<file path="config.mk">
export PLATFORM = sky130hd
export DESIGN_NAME = tsc_addmod
export DESIGN_NICKNAME = d
export VERILOG_FILES = /design/src/design/tsc_pkg.sv /design/src/design/tsc_addmod.sv
export SDC_FILE = /design/constraint.sdc
export NUM_CORES = 1
export LEC_CHECK = 0
export BUFFER_PORTS_ARGS = -buffer_cell sky130_fd_sc_hd__buf_2
export CORE_AREA = 3 3 61 91
export DETAILED_ROUTE_END_ITERATION = 10
export DIE_AREA = 0 0 64 94
export PLACE_DENSITY = 0.93
export REMOVE_ABC_BUFFERS = 1
export SYNTH_ARGS = -nofsm -noshare
export SYNTH_HDL_FRONTEND = slang
export SYNTH_SLANG_ARGS = --single-unit
</file>
<file path="constraint.sdc">
create_clock -name vclk -period 5.1
set_input_delay 0.255 -clock vclk [all_inputs]
set_output_delay 0.255 -clock vclk [all_outputs]
set_load 0.1 [all_outputs]
</file>
<file path="src/design/tsc_pkg.sv">
// ----------------------------------------------------------------------------
// Two-step composition counter package
// Shared widths, the modulus and the table command type.
// ----------------------------------------------------------------------------
`default_nettype none

package tsc_pkg;

    localparam int FIELD_W   = 13;
    localparam int COUNT_W   = 30;
    localparam int FIELD_MAX = 8191;

    localparam logic [COUNT_W-1:0] WAY_MOD = 30'd1000000007;
    localparam logic [COUNT_W-1:0] WAY_ONE = 30'd1;

    typedef struct packed {
        logic               wr_en;
        logic [FIELD_W-1:0] wr_addr;
        logic [COUNT_W-1:0] wr_data;
        logic [FIELD_W-1:0] rd_addr_a;
        logic [FIELD_W-1:0] rd_addr_b;
    } tsc_tbl_cmd_t;

endpackage

`default_nettype wire

</file>
<file path="src/design/tsc_addmod.sv">
// ----------------------------------------------------------------------------
// Modular adder
// Adds two residues below the modulus and folds the sum back into range.
// ----------------------------------------------------------------------------
`default_nettype none

module tsc_addmod
    import tsc_pkg::*;
(
    input  wire logic [COUNT_W-1:0] op_x,
    input  wire logic [COUNT_W-1:0] op_y,
    output logic      [COUNT_W-1:0] sum
);

    logic [COUNT_W:0] raw;

    assign raw = {1'b0, op_x} + {1'b0, op_y};

    always_comb
    begin
        if (raw >= {1'b0, WAY_MOD})
        begin
            sum = COUNT_W'(raw - {1'b0, WAY_MOD});
        end
        else
        begin
            sum = raw[COUNT_W-1:0];
        end
    end

endmodule

`default_nettype wire

</file>
==> parameters.txt, run 1 <==
Parameter                              Value

Outcome
  Status ... complete, no violations

Placed design
  Post-placement cell area ... 0.00336 mm²
  Pre-CTS worst setup slack ... 0.516 ns
  Placed wire-length estimate ... 7.28 mm
  Final Wtd Congestion ... 0.949
  Count of buffers from port buffering ... 90

Hold path
  Hold/Removal Path Class ... in -> out
  Worst hold path stage count ... 4
  Worst Min Path Start ... op_y[0]
  Endpoint of the worst hold-timing path ... sum[0]

Route
  DRT Pass-1 Iters ... 4
  Final WL ... 8.52 mm
  1st-iter DRT viols ... 126
  Via count ... 3361
  Residual antenna-violating net count after detailed routing ... 0
  Via-to-Cell Ratio ... 6.13
  Drt drc ... 0
  Routed WL per cell ... 15.5 µm

Finish
  ANT cells ... 0
  Filler cell count in the final layout ... 427
  Nets ... 576
  Leading cell types in the layout, fill and taps excluded ... buf_2, a21oi_1, xnor2_1, nand2_1, ha_1
  Post-route design area ... 0.00336 mm²
  Fraction of final layout cells with drive strength greater than 1 ... 0.251
  Area growth syn-to-layout ... 19.9%
  Seq. cell area ... 0 µm²
  Area taken by multi-input logic gates ... 0.00267 mm²
  Layout sequential cell count ... 0
  Most common cell after layout, fill and taps aside ... buf_2
  Final-layout clock buffer total ... 0

Yosys
  Share of synthesized area occupied by flip-flops and latches ... 0
  Yosys warns ... 0
  Combined area of all synthesized cells ... 0.00280 mm²
  Mapped Cells ... 405
  Library cells used by synthesis ... 67
  Avg Synthesized Cell Area ... 6.92 µm²

Power
  Switching fraction of total power ... 0.764
  Leakage component of the power ... 1.50 nW
  Overall power of the completed layout ... 1.53 mW
  Comb pwr share ... 1.000
  Max rail drop VDD ... 0.458 mV
  Power share of the sequential group ... 0
  Part of the power in the clock network ... 0
  Sw power ... 1.17 mW
  Power density of the placed cells ... 455 mW/mm²
  Internal power of the cells ... 0.361 mW

STA
  Min setup slack post-route ... 0.451 ns
  Worst Tran Pin Value ... 0.664 ns
  Count of final setup violators ... 0
  Fraction of the cycle the final worst path needs ... 0.912
  Maximum operating frequency ... 215 MHz
  Relative max-transition margin ... 0.554
  Number of hold violations in the final report ... 0
  Max-slew violation count ... 0
  Setup repair after global routing missed its margin ... false
  Minimum period implied by the final worst setup slack ... 4.65 ns
  Tightest hold margin ... 1.12 ns

Global route
  Antenna violations before repair ... 0
  Via count of the first global-routing pass ... 3263
  First-pass GRT wire length ... 13.8 mm
  Largest net degree at the start of global routing ... 19
  Overflow after GRT ... 0
  Gr usage total ... 0.276

Floorplan
  Chip Height ... 94 µm
  Std cell rows ... 31
  Die Width ... 64 µm
  Starting Density ... 0.578
  Floorplan core area ... 0.00485 mm²
  Die ar. ... 0.00602 mm²
  Number of I/O pins ... 90

Worst setup path
  Endpoint kind of the worst setup timing path ... output pin
  Worst EP required ... 4.85 ns
  Arrival time worst endpoint ... 4.39 ns
  Max FO, Critical Path ... 18
  Crit Path Category ... in -> out
  Kind of start point of the critical path ... input pin

Run
  Max-cap violation count ... 0

Clock network
  CTS Hold Buffers Added ... 0
  Number of gates given a new drive strength after cts ... 0
  Post-CTS repair timing setup buffer count ... 0
[worst max path at each step]
stage          startpoint      end  slack, ns  cells past startpoint
2_1_floorplan     op_x[0]  sum[22]      -0.17                     14
3_3_place_gp      op_x[0]   sum[5]       0.67                     17
3_5_place_dp      op_x[0]   sum[5]       0.52                     17
4_1_cts           op_x[0]   sum[5]       0.51                     17
5_1_grt           op_x[0]   sum[5]       0.14                     17
6_report          op_x[3]   sum[5]       0.45                     15
[worst max-delay path, stage by stage]
cell      delay, ns
buf_2          0.10
ha_1           0.44
a21o_1         0.23
a21oi_1        0.36
a21oi_1        0.22
nor3_1         0.39
nor2_1         0.12
xnor2_1        0.34
o311ai_1       0.23
o21bai_1       0.27
o211ai_2       0.50
buf_12         0.22
nand2b_1       0.12
xor2_1         0.16
buf_2          0.45
[Yosys cell counts (3+ instances only)]
cell type	instances	area share
a21oi_1	45	0.080
xnor2_1	42	0.13
nand2_1	38	0.051
ha_1	31	0.14
nor2_1	27	0.036
o21ai_0	20	0.036
xor2_1	15	0.047
inv_1	13	0.017
a21o_1	12	0.032
nor3_1	12	0.021
clkbuf_1	9	0.012
nand3_1	9	0.016
and3_1	8	0.018
buf_2	8	0.014
nand2b_1	7	0.016
nand4_1	7	0.016
o21a_1	6	0.016
a211oi_1	5	0.013
o211ai_1	5	0.013
o21ai_1	5	0.0089
and4_1	4	0.013
nor2b_1	4	0.0089
nor3_2	4	0.014
o21bai_1	4	0.011
o31ai_1	4	0.011
or3_1	4	0.0089
a311oi_1	3	0.0094
a31oi_1	3	0.0067
and2_1	3	0.0067
[logic make-up after synthesis]
| kind of cell | Yosys count | synth area share |
|---|---|---|
| and+or+nand+nor | 142 | 0.274 |
| AOI/OAI and AO/OA | 140 | 0.343 |
| adders and majority gates | 32 | 0.146 |
| muxes | 3 | 0.0116 |
| xor gates and xnor gates | 57 | 0.178 |
| buffers and inverters | 31 | 0.0478 |
[stage by stage]
| stage | TNS [ns] | utilization | std cells |
|---|---|---|---|
| 2_1_floorplan | -2.42 | - | 387 |
| 3_3_place_gp | 0 | 0.693 | 548 |
| 6_report | 0 | 0.693 | 548 |
| 5_1_grt | 0 | 0.693 | 548 |
| 3_5_place_dp | 0 | 0.693 | 548 |
| 4_1_cts | 0 | 0.693 | 548 |
[power groups by stage]
stage	clock (mW)	combinational (mW)	sequential, mW
after floorplan	0	1.23	0
after global routing	0	1.60	0
after detailed placement	0	1.52	0
after global placement	0	1.50	0
after CTS	0	1.52	0
final	0	1.53	0
[layout make-up]
class	count	area share
tap	66	0.0246
multi-input combinational	374	0.794
timing repair buffer	95	0.167
inverter	13	0.0145
[layer usage]
layer,part of all wire,global-route usage,vias to the layer above
met5,0,0,-
met4,0.043,0.110,0
met3,0.040,0.0132,34
met2,0.55,0.585,121
met1,0.37,0.263,1538
li1,-,-,1668
Power figures use the tool's default switching activity.
==> run 2, diff against run 1 <==
--- a/config.mk
+++ b/config.mk
@@ -6,10 +6,10 @@
 export NUM_CORES = 1
 export LEC_CHECK = 0
 export BUFFER_PORTS_ARGS = -buffer_cell sky130_fd_sc_hd__buf_2
-export CORE_AREA = 3 3 61 91
+export CORE_AREA = 3 3 63 94
 export DETAILED_ROUTE_END_ITERATION = 10
-export DIE_AREA = 0 0 64 94
-export PLACE_DENSITY = 0.93
+export DIE_AREA = 0 0 66 97
+export PLACE_DENSITY = 0.88
 export REMOVE_ABC_BUFFERS = 1
 export SYNTH_ARGS = -nofsm -noshare
 export SYNTH_HDL_FRONTEND = slang
==> constraint.sdc (replaced) <==
create_clock -name vclk -period 4.4
set_input_delay 0.22 -clock vclk [all_inputs]
set_output_delay 0.22 -clock vclk [all_outputs]
set_load 0.1 [all_outputs]
==> run 2 against run 1 <==
Effect of this change:
- non-clock buffer count up 7
- final area up 15%
- critical path depth up 2
- first-iteration DRC count up 69%
- clock-buffer cell count unchanged
- via count up 5.8%
- global-route usage up 0.72 points
- worst hold slack worse by 0.14 ns
- sequential cell count unchanged
- cell count up 1.6%
- total power up 42%
- combinational power up 42%
- critical endpoint is now sum[28]
- largest power group unchanged
==> parameters.txt, run 2 (synthesis gave the netlist of run 1 again) <==
Parameter                              Value

Global route
  Overflow after GRT ... 0 (unchanged)
  Via count of the first global-routing pass ... 3541 (+8.5%)
  Largest net degree at the start of global routing ... 15 (-4)
  First-pass GRT wire length ... 15.3 mm (+11%)
  Gr usage total ... 0.283 (+0.00724)
  Antenna violations before repair ... 0 (unchanged)

Worst setup path
  Crit Path Category ... in -> out
  Worst EP required ... 4.18 ns (-0.67 ns)
  Max FO, Critical Path ... 7 (-11)
  End of the critical path ... sum[28]
  Launching element of the worst setup path ... op_x[0]
  Kind of start point of the critical path ... input pin
  Arrival time worst endpoint ... 4.04 ns (-0.35 ns)
  Endpoint kind of the worst setup timing path ... output pin

STA
  Minimum period implied by the final worst setup slack ... 4.26 ns
  Count of final setup violators ... 0 (unchanged)
  Worst Tran Pin Value ... 0.690 ns (+0.0251 ns)
  Relative max-transition margin ... 0.537 (-0.0168)
  Fraction of the cycle the final worst path needs ... 0.968
  Setup repair after global routing missed its margin ... false
  Min setup slack post-route ... 0.140 ns (-0.311 ns)
  Max-slew violation count ... 0 (unchanged)
  Number of hold violations in the final report ... 0 (unchanged)
  Maximum operating frequency ... 235 MHz

Finish
  Filler cell count in the final layout ... 384 (-10%)
  Post-route design area ... 0.00386 mm² (+15%)
  Leading cell types in the layout, fill and taps excluded ... buf_2, a21oi_1, xnor2_1, nand2_1, ha_1
  Seq. cell area ... 0 µm² (unchanged)
  Number of non-filler instances in the completed layout ... 557 (+1.6%)
  Most common cell after layout, fill and taps aside ... buf_2
  Nets ... 583 (+1.2%)
  Area taken by multi-input logic gates ... 0.00278 mm² (+4.2%)
  Final-layout clock buffer total ... 0 (unchanged)
  Layout sequential cell count ... 0 (unchanged)
  Fraction of final layout cells with drive strength greater than 1 ... 0.294 (+0.0434)
  ANT cells ... 0 (unchanged)
  Area growth syn-to-layout ... 37.8%

Placed design
  Post-placement cell area ... 0.00371 mm² (+10%)
  Pre-CTS worst setup slack ... -0.00791 ns (-0.523 ns)
  Dpl cells ... 554 (+1.1%)
  Count of buffers from port buffering ... 90 (unchanged)
  Placed wire-length estimate ... 7.70 mm (+5.8%)
  Final Wtd Congestion ... 0.910 (-4.1%)

Route
  DRT Pass-1 Iters ... 5 (+1)
  Drt drc ... 0 (unchanged)
  Routed WL per cell ... 17.0 µm (+9.4%)
  1st-iter DRT viols ... 213 (+69%)
  Residual antenna-violating net count after detailed routing ... 0 (unchanged)
  Final WL ... 9.47 mm (+11%)
  Via count ... 3557 (+5.8%)
  Via-to-Cell Ratio ... 6.39 (+4.1%)

Floorplan
  Floorplan core area ... 0.00516 mm² (+6.5%)
  Std cell rows ... 32 (+3.2%)
  Die ar. ... 0.00640 mm² (+6.4%)
  Starting Density ... 0.542 (-0.0354)
  Die Width ... 66 µm (+3.1%)
  Number of I/O pins ... 90 (unchanged)
  Chip Height ... 97 µm (+3.2%)

Power
  Leakage component of the power ... 1.70 nW (+13%)
  Overall power of the completed layout ... 2.18 mW (+42%)
  Max rail drop VDD ... 0.396 mV (-14%)
  Power density of the placed cells ... 563 mW/mm² (+24%)

Hold path
  Hold/Removal Path Class ... in -> out
  Worst hold path stage count ... 4 (unchanged)

Run
  Max-cap violation count ... 0 (unchanged)

Outcome
  Status ... complete, no violations
==> run 2: critical path, cell delays in order <==
cell and delay (ns):
buf_2 0.08, ha_1 0.16, inv_1 0.06, fa_2 0.38
nand2b_2 0.24, a211oi_4 0.39, o211ai_1 0.20, nand2_1 0.19
xnor2_2 0.15, nor3_2 0.30, nand4bb_4 0.17, o311ai_4 0.32
o211ai_2 0.20, buf_4 0.19, a211oi_1 0.25, xor2_1 0.32
buf_12 0.22
==> run 2: final cells by class <==
| class | count | area share |
|---|---|---|
| repair buffers | 102 | 0.245 |
| well taps | 68 | 0.0220 |
| multi-input cells | 374 | 0.720 |
| inverters | 13 | 0.0126 |
==> run 2: repair_timing <==
| action | CTS | global route |
|---|---|---|
| setup endpoints to repair | 1 | 24 |
| buffers inserted | 0 | 3 |
| gates resized for setup | 1 | 21 |
| hold buffers | 0 | 0 |
| endpoints found under the hold margin | 0 | 0 |
| pin swaps | 0 | 4 |
==> run 2: how the worst min path moves through the flow <==
stage | start | end | slack [ns]
after global routing | op_y[0] | sum[0] | 1.01
after detailed placement | op_y[0] | sum[0] | 0.99
after floorplan | op_y[28] | sum[28] | 1.17
after global placement | op_y[0] | sum[0] | 0.98
after CTS | op_y[0] | sum[0] | 0.99
final | op_y[0] | sum[0] | 0.98
==> run 2: power by group <==
part | switching, mW | internal (mW) | leakage, nW
registers | 0 | 0 | 0
clock network | 0 | 0 | 0
logic | 1.45 | 0.730 | 1.70
total | 1.45 | 0.730 | 1.70
==> run 2: metrics by stage <==
stage / hold slack (ns) / util / TNS (ns)
6_report: 0.976 / 0.748 / 0
2_1_floorplan: 1.17 / - / -18.89
5_1_grt: 1.01 / 0.748 / 0
4_1_cts: 0.987 / 0.720 / 0
3_5_place_dp: 0.986 / 0.718 / -0.00791
3_3_place_gp: 0.977 / 0.718 / 0
==> run 2: per-layer routing <==
metal	GRT usage	up-vias	share of wire
met5	0	-	0
met4	0.133	0	0.052
met3	0.0221	56	0.051
met2	0.560	211	0.55
met1	0.279	1607	0.35
li1	-	1683	-
==> run 3, diff against run 2 <==
--- a/config.mk
+++ b/config.mk
@@ -6,10 +6,11 @@
 export NUM_CORES = 1
 export LEC_CHECK = 0
 export BUFFER_PORTS_ARGS = -buffer_cell sky130_fd_sc_hd__buf_2
-export CORE_AREA = 3 3 63 94
+export CAP_MARGIN = 20
+export CORE_AREA = 3 3 82 123
 export DETAILED_ROUTE_END_ITERATION = 10
-export DIE_AREA = 0 0 66 97
-export PLACE_DENSITY = 0.88
+export DIE_AREA = 0 0 85 126
+export PLACE_DENSITY = 0.57
 export REMOVE_ABC_BUFFERS = 1
 export SYNTH_ARGS = -nofsm -noshare
 export SYNTH_HDL_FRONTEND = slang
==> run 3 against run 2 <==
Effect of this change:
- non-clock buffer count decreased by 5
- die area increased by 67%
- worst setup slack improved by 0.12 ns
- total power decreased by 0.34%
- sequential share of layout area unchanged
- wire length decreased by 4.1%
- combinational power about the same
- worst hold slack improved by 0.0087 ns
- sequential cell count unchanged
- first-iteration DRC count decreased by 31%
- critical path type unchanged
- largest power group unchanged
==> parameters.txt, run 3 (synthesis gave the netlist of run 1 again) <==
Parameter                              Value

Route
  Via count ... 3308 (-7.0%)
  Via-to-Cell Ratio ... 5.55 (-13%)
  Residual antenna-violating net count after detailed routing ... 0 (unchanged)
  1st-iter DRT viols ... 146 (-31%)
  Drt drc ... 0 (unchanged)
  Final WL ... 9.08 mm (-4.1%)
  DRT Pass-1 Iters ... 4 (-1)
  Routed WL per cell ... 15.2 µm (-10%)

Finish
  Leading cell types in the layout, fill and taps excluded ... buf_2, a21oi_1, nand2_1, xnor2_1, ha_1
  Area growth syn-to-layout ... 38.6%
  Most common cell after layout, fill and taps aside ... buf_2
  Final-layout clock buffer total ... 0 (unchanged)
  Fraction of final layout cells with drive strength greater than 1 ... 0.273 (-0.0218)
  Nets ... 578 (-0.86%)
  Filler cell count in the final layout ... 951 (+150%)
  Layout sequential cell count ... 0 (unchanged)
  ANT cells ... 0 (unchanged)
  Seq. cell area ... 0 µm² (unchanged)
  Post-route design area ... 0.00388 mm² (+0.58%)

Power
  Max rail drop VDD ... 0.523 mV (+32%)
  Switching fraction of total power ... 0.660 (-0.00418)
  Power share of the sequential group ... 0 (unchanged)
  Part of the power in the clock network ... 0 (unchanged)
  Leakage component of the power ... 1.67 nW (-1.7%)
  Power density of the placed cells ... 558 mW/mm² (-0.92%)
  Comb pwr share ... 1.000 (about the same)
  Sw power ... 1.43 mW (-0.96%)
  Internal power of the cells ... 0.736 mW (+0.90%)

Placed design
  Count of buffers from port buffering ... 90 (unchanged)
  Post-placement cell area ... 0.00381 mm² (+2.6%)
  Placed wire-length estimate ... 7.88 mm (+2.3%)
  Final Wtd Congestion ... 0.899 (-1.2%)

STA
  Setup repair after global routing missed its margin ... false
  Fraction of the cycle the final worst path needs ... 0.940 (-0.0281)
  Relative max-transition margin ... 0.557 (+0.0200)
  Maximum operating frequency ... 242 MHz (+3.0%)
  Max-slew violation count ... 0 (unchanged)
  Final TNS setup ... 0 ns (unchanged)
  Minimum period implied by the final worst setup slack ... 4.14 ns (-0.124 ns)
  Worst Tran Pin Value ... 0.660 ns (-0.0298 ns)
  Number of hold violations in the final report ... 0 (unchanged)
  Count of final setup violators ... 0 (unchanged)

Worst setup path
  Kind of start point of the critical path ... input pin
  Launching element of the worst setup path ... op_x[16]
  Max FO, Critical Path ... 24 (+17)
  Crit Path Category ... in -> out
  Endpoint kind of the worst setup timing path ... output pin
  End of the critical path ... sum[8]
  Arrival time worst endpoint ... 3.92 ns (-0.12 ns)
  Worst EP required ... 4.18 ns (about the same)

Floorplan
  Floorplan core area ... 0.00920 mm² (+78%)
  Die ar. ... 0.0107 mm² (+67%)
  Number of I/O pins ... 90 (unchanged)
  Starting Density ... 0.305 (-0.238)
  Std cell rows ... 43 (+34%)
  Die Width ... 85 µm (+29%)
  Chip Height ... 126 µm (+30%)

Clock network
  CTS Hold Buffers Added ... 0 (unchanged)

Hold path
  Hold/Removal Path Class ... in -> out
  Worst Min Path Start ... op_y[0]

Global route
  Antenna violations before repair ... 0 (unchanged)
  Overflow after GRT ... 0 (unchanged)
  Via count of the first global-routing pass ... 3354 (-5.3%)
  First-pass GRT wire length ... 14.8 mm (-3.3%)
  Gr usage total ... 0.162 (-0.121)
  Largest net degree at the start of global routing ... 25 (+10)

Run
  Max-cap violation count ... 0 (unchanged)

Outcome
  Status ... complete, no violations
==> run 3: cell count changes in the layout (fill, tap and decap cells not counted), moves of 2 or more <==
cell,change
buf_2,-3
nor3_2,-2
buf_4,-5
a21oi_1,+2
a21oi_2,-2
buf_12,+5
nor3_1,+2
==> run 3: worst min path at each step <==
| stage | endpoint | cells past startpoint |
|---|---|---|
| finish | sum[0] | 4 |
| detailed placement | sum[0] | 4 |
| global route | sum[0] | 4 |
| CTS | sum[0] | 4 |
| floorplan | sum[28] | 3 |
| global placement | sum[0] | 4 |
==> run 3: routing by layer <==
layer / vias to the layer above / GRT usage / wire [µm] / part of all wire
li1: 1669 / - / - / -
met1: 1495 / 0.167 / 3390 / 0.37
met2: 110 / 0.327 / 4920 / 0.54
met3: 34 / 0.00458 / 337 / 0.037
met4: 0 / 0.0671 / 430 / 0.047
met5: - / 0 / 0 / 0
==> run 3: repair_timing <==
item | CTS | global route
gates resized for setup | 0 | 12
setup buffers | 0 | 0
setup endpoints to repair | 0 | 22
==> run 3: critical path, stage by stage <==
cell and delay, ns:
buf_2 0.10, ha_1 0.41, a21oi_1 0.29, o21ai_1 0.17
or2_2 0.33, nor3_1 0.34, nor3_1 0.17, a311oi_1 0.35
xor2_1 0.18, o211ai_1 0.27, o211ai_2 0.20, buf_12 0.20
nor4_4 0.30, xnor2_2 0.17, buf_12 0.20
==> run 3: per-stage QoR <==
step | std cells | power (mW) | hold slack, ns | util | setup slack [ns]
6_report | 596 | 2.17 | 0.985 | 0.422 | 0.263
5_1_grt | 596 | 2.26 | 1.02 | 0.422 | 0.0298
4_1_cts | 596 | 2.15 | 0.991 | 0.414 | 0.0580
3_5_place_dp | 596 | 2.15 | 0.990 | 0.414 | 0.0604
3_3_place_gp | 596 | 2.14 | 0.990 | 0.414 | 0.158
2_1_floorplan | 387 | 1.42 | 1.17 | - | -0.798
==> run 3: layout make-up <==
type                       instances  area, µm²  area share
tap                              112        140      0.0361
inverter                          13       48.8      0.0126
timing repair buffer              97        951       0.245
multi-input combinational        374       2740       0.707
==> run 3: power by group through the flow <==
| stage | sequential, mW | combinational, mW | clock (mW) |
|---|---|---|---|
| 2_1_floorplan | 0 | 1.42 | 0 |
| 3_3_place_gp | 0 | 2.14 | 0 |
| 3_5_place_dp | 0 | 2.15 | 0 |
| 4_1_cts | 0 | 2.15 | 0 |
| 5_1_grt | 0 | 2.26 | 0 |
| 6_report | 0 | 2.17 | 0 |
